==> config.mk <==
export PLATFORM = sky130hd
export DESIGN_NAME = ctp_qmul
export DESIGN_NICKNAME = d
export VERILOG_FILES = /design/src/design/ctp_pkg.sv /design/src/design/ctp_qmul.sv
export SDC_FILE = /design/constraint.sdc
export NUM_CORES = 2
export LEC_CHECK = 0
export ABC_AREA = 1
export BUFFER_PORTS_ARGS = -buffer_cell sky130_fd_sc_hd__buf_2
export CORE_MARGIN = 8
export CORE_UTILIZATION = 45
export CTS_CLUSTER_DIAMETER = 50
export DETAILED_ROUTE_END_ITERATION = 8
export PLACE_DENSITY_LB_ADDON = 0.15
export SLEW_MARGIN = 20
export SYNTH_ARGS = -nofsm -noshare
export SYNTH_HDL_FRONTEND = slang
export SYNTH_SLANG_ARGS = --single-unit
==> constraint.sdc <==
create_clock -name i_clk -period 10 [get_ports i_clk]
set_input_delay 0.5 -clock i_clk [delete_from_list [all_inputs] [get_ports i_clk]]
set_output_delay 0.5 -clock i_clk [all_outputs]
set_load 0.02 [all_outputs]
==> src/design/ctp_pkg.sv <==
`timescale 1ns / 1ps
package ctp_pkg;
    localparam int DATA_W      = 32;
    localparam int FRAC_BITS_D = 16;
    localparam int NUM_REGS    = 8;
    localparam int IDX_W       = 3;
    localparam logic [IDX_W-1:0] REG_X_START = 3'd0;
    localparam logic [IDX_W-1:0] REG_X_SPAN  = 3'd1;
    localparam logic [IDX_W-1:0] REG_T_START = 3'd2;
    localparam logic [IDX_W-1:0] REG_T_SPAN  = 3'd3;
    localparam logic [IDX_W-1:0] REG_Y_COEF0 = 3'd4;
    localparam logic [IDX_W-1:0] REG_Y_COEF1 = 3'd5;
    localparam logic [IDX_W-1:0] REG_Y_COEF2 = 3'd6;
    localparam logic [IDX_W-1:0] REG_Y_COEF3 = 3'd7;

    function automatic logic signed [31:0] sat32(input logic signed [71:0] v);
        if (v > 72'sd2147483647) return 32'sh7fffffff;
        if (v < -72'sd2147483648) return 32'sh80000000;
        return v[31:0];
    endfunction
endpackage

==> src/design/ctp_qmul.sv <==
`timescale 1ns / 1ps
// Registered Q-format multiply: product registered, then floor shift and
// saturation registered.
module ctp_qmul #(
    parameter int FRAC_BITS = ctp_pkg::FRAC_BITS_D
) (
    input  logic               i_clk,
    input  logic               i_en,
    input  logic signed [31:0] i_a,
    input  logic signed [31:0] i_b,
    output logic signed [31:0] o_p
);
    import ctp_pkg::*;
    logic signed [63:0] r_prod;
    logic signed [31:0] r_p;
    always_ff @(posedge i_clk) begin
        if (i_en) begin
            r_prod <= i_a * i_b;
            r_p    <= sat32(72'(r_prod >>> FRAC_BITS));
        end
    end
    assign o_p = r_p;
endmodule

==> flow_summary.json <==
{
  "setup_repair_after_global_routing_missed_its_margin": "false",
  "number_of_antenna_violations_at_the_first_check_in_global_routing": 6,
  "setup.worst_path.class": "in2reg",
  "top_level_ports": 98,
  "fin_crit_ns": 8.37,
  "timing.clock.skew_ns": 0.0153,
  "yosys_warnings": 0,
  "groute.usage.overall_pct": 24.0,
  "reg_to_reg_slack_setup_ns": 8.18,
  "max_cap_violations": 0,
  "yosys_reg_bits": 80,
  "antenna_violating_nets_post_route": 0,
  "floorplan.initialDensity_pct": 45.1,
  "timing_max_transition_violations_final": 0,
  "timing.final.crit_share_pct": 83.7,
  "syn_area_um2": 41100,
  "die_h_um": 318,
  "rows": 111,
  "setup_viol": 0,
  "cp-start-kind": "primary input",
  "max-clock-path-buffers": 2,
  "sink_count": 80,
  "worst_slew_pin_slew_ns": 1.03,
  "synthesis.nets": 6429,
  "num_vias": 30300,
  "synthCells": 5102,
  "run_status": "completed",
  "worst_setup_slack_after_layout_ns": 1.63,
  "finalWirelength_um": 117000,
  "distinct_cells_synth": 30,
  "clock_pin_slew_of_the_registers_on_the_worst_case_setup_and_hold_paths_ns": 0.08,
  "layout-drive-gt1-share_pct": 3.42,
  "setup_tns_ns": 0,
  "cell_at_the_root_of_the_clock_tree": "clkbuf_16",
  "avgSynthCellArea_um2": 8.05,
  "first_iter_violations": 1791,
  "hp-class": "in2reg",
  "numPortBuffers": 97,
  "drt_pre_antenna_iters": 7,
  "inserted_clock_buffers": 9,
  "post-route-drc-count": 0,
  "final_area_um2": 42800,
  "cts_tree": "yes",
  "cts_hold_buffers": 0,
  "fp.dieArea_um2": 101000,
  "post_cts.repair.setup_buffers": 0,
  "first_global_vias": 34300,
  "globalRoute.totalOverflow": 0,
  "synth_seq_area_share_pct": 5.85,
  "placedInstanceArea_um2": 42400,
  "clock_latency_at_the_later_pin_of_the_worst_skew_pair_ns": 0.35,
  "number_of_h_tree_branching_levels": 3,
  "finalHoldViolCount": 0,
  "cp_max_fo": 32,
  "detail_route.wl_per_cell_um": 18.7,
  "clock.fmax_mhz": 119,
  "grt_first_pass_wirelength_um": 192000,
  "detail_route.vias_per_cell": 4.88,
  "maximum_number_of_pins_on_one_net_before_global_route_repair": 69,
  "design.core.area_um2": 91100,
  "placement.setup.worst_slack_ns": 1.24,
  "finalNetCount": 6353,
  "critical_path.endpoint_type": "flop",
  "gp_congestion": 0.935,
  "relSlewSlack_pct": 31.6,
  "floorplan.die.width_um": 318,
  "hpwlAfterDp_um": 96600,
  "worstPathRequired_ns": 10.11,
  "layout_stage_area_growth_over_the_synthesis_result_pct": 4.11,
  "timing.critical_path.arrival_ns": 8.48,
  "ctsResizeCount": 0
}
==> cell usage in the layout, fill, tap and decap left out, types with 16 or more instances in the layout <==
cell type / n
xor2_1: 23
ha_1: 180
inv_1: 1655
a21oi_1: 79
nand3_1: 58
o21ai_0: 38
nand4_1: 17
buf_2: 96
nor2_1: 140
fa_1: 1081
buf_4: 16
nand2_1: 1465
edfxtp_1: 80
==> Yosys cell counts <==
library cell	count	area (um^2)
nand2_1	1465	5500
nor3_1	9	45.0
a21o_1	1	7.51
nor3_2	1	10.0
nor4_4	1	21.3
o21bai_1	12	90.1
nor2_4	2	22.5
inv_1	1655	6210
o21a_1	1	7.51
nand3_1	58	290
edfxtp_1	80	2400
nand3b_1	3	22.5
nand2b_1	1	6.26
fa_1	1081	21600
nand2_2	13	81.3
xnor2_1	7	61.3
inv_2	5	18.8
nor2_1	140	526
nor4_1	10	62.6
clkbuf_1	193	724
buf_2	6	30.0
or2_2	9	56.3
ha_1	180	2250
nor4_2	1	12.5
a21oi_1	79	395
xor2_1	23	201
nor2_2	10	62.6
o21ai_0	38	190
o41ai_2	1	16.3
nand4_1	17	106
==> critical path, stage by stage <==
cell     delay [ns]
buf_2          0.59
nand2_1        0.20
inv_1          0.17
fa_1           0.46
fa_1           0.49
fa_1           1.00
fa_1           0.74
inv_1          0.47
fa_1           0.63
inv_1          0.06
fa_1           0.52
inv_1          0.05
fa_1           0.47
inv_1          0.05
fa_1           0.45
ha_1           0.44
nand2_1        0.14
nor2_1         0.16
inv_1          0.08
nor2_1         0.20
nand2_1        0.10
nor4_1         0.21
nand2_1        0.13
nand4_1        0.09
nand2_1        0.05
==> layer usage <==
layer	GRT usage (%)	part of all wire, %	vias to the layer above
li1	-	-	13900
met3	2.08	4.4	146
met2	43.9	51	764
met1	30.9	42	15600
met4	5.20	2.3	0
met5	0	0	-
==> stage by stage <==
step           hold slack, ns  util, %  std cells
6_report                0.495     46.9       6223
3_3_place_gp            0.491     46.6       6201
4_1_cts                 0.497     46.9       6217
5_1_grt                 0.499     46.9       6221
2_1_floorplan           0.487        -       5102
3_5_place_dp            0.497     46.6       6201
==> worst paths after layout <==
path	to	depth (start not counted)	startpoint
setup / recovery	r_prod[54]	25	i_b[2]
hold / removal	o_p[5]	1	i_en
setup reg to reg	o_p[5]	5	r_prod[63]
hold reg to reg	o_p[0]	2	r_prod[16]
==> logic make-up (layout without fill, tap and decap cells) <==
group	Yosys count	after routing	synth area share, %
buf+inv	1859	1788	17.0
other cells	0	6	0
compound gates	132	132	1.72
fa+ha+maj	1261	1261	58.2
flops	80	80	5.85
xor+xnor	30	30	0.640
simple gates	1740	1740	16.6
==> layout make-up <==
cell class	instances	area, um^2
fill	9204	48300
clock buffer	9	225
antenna	6	15.0
sequential	80	2400
multi-input combinational	3163	31700
clock inverter	7	101
timing repair buffer	112	601
inverter	1660	6230
tap	1186	1480
==> flip-flops by register name (all words and copies together) (netlist names) <==
| register | cells |
|---|---|
| r_prod | 48 |
| o_p | 32 |
Power is not shown: default switching activity piles up to over one toggle a cycle in this logic, so the estimate is an artifact.
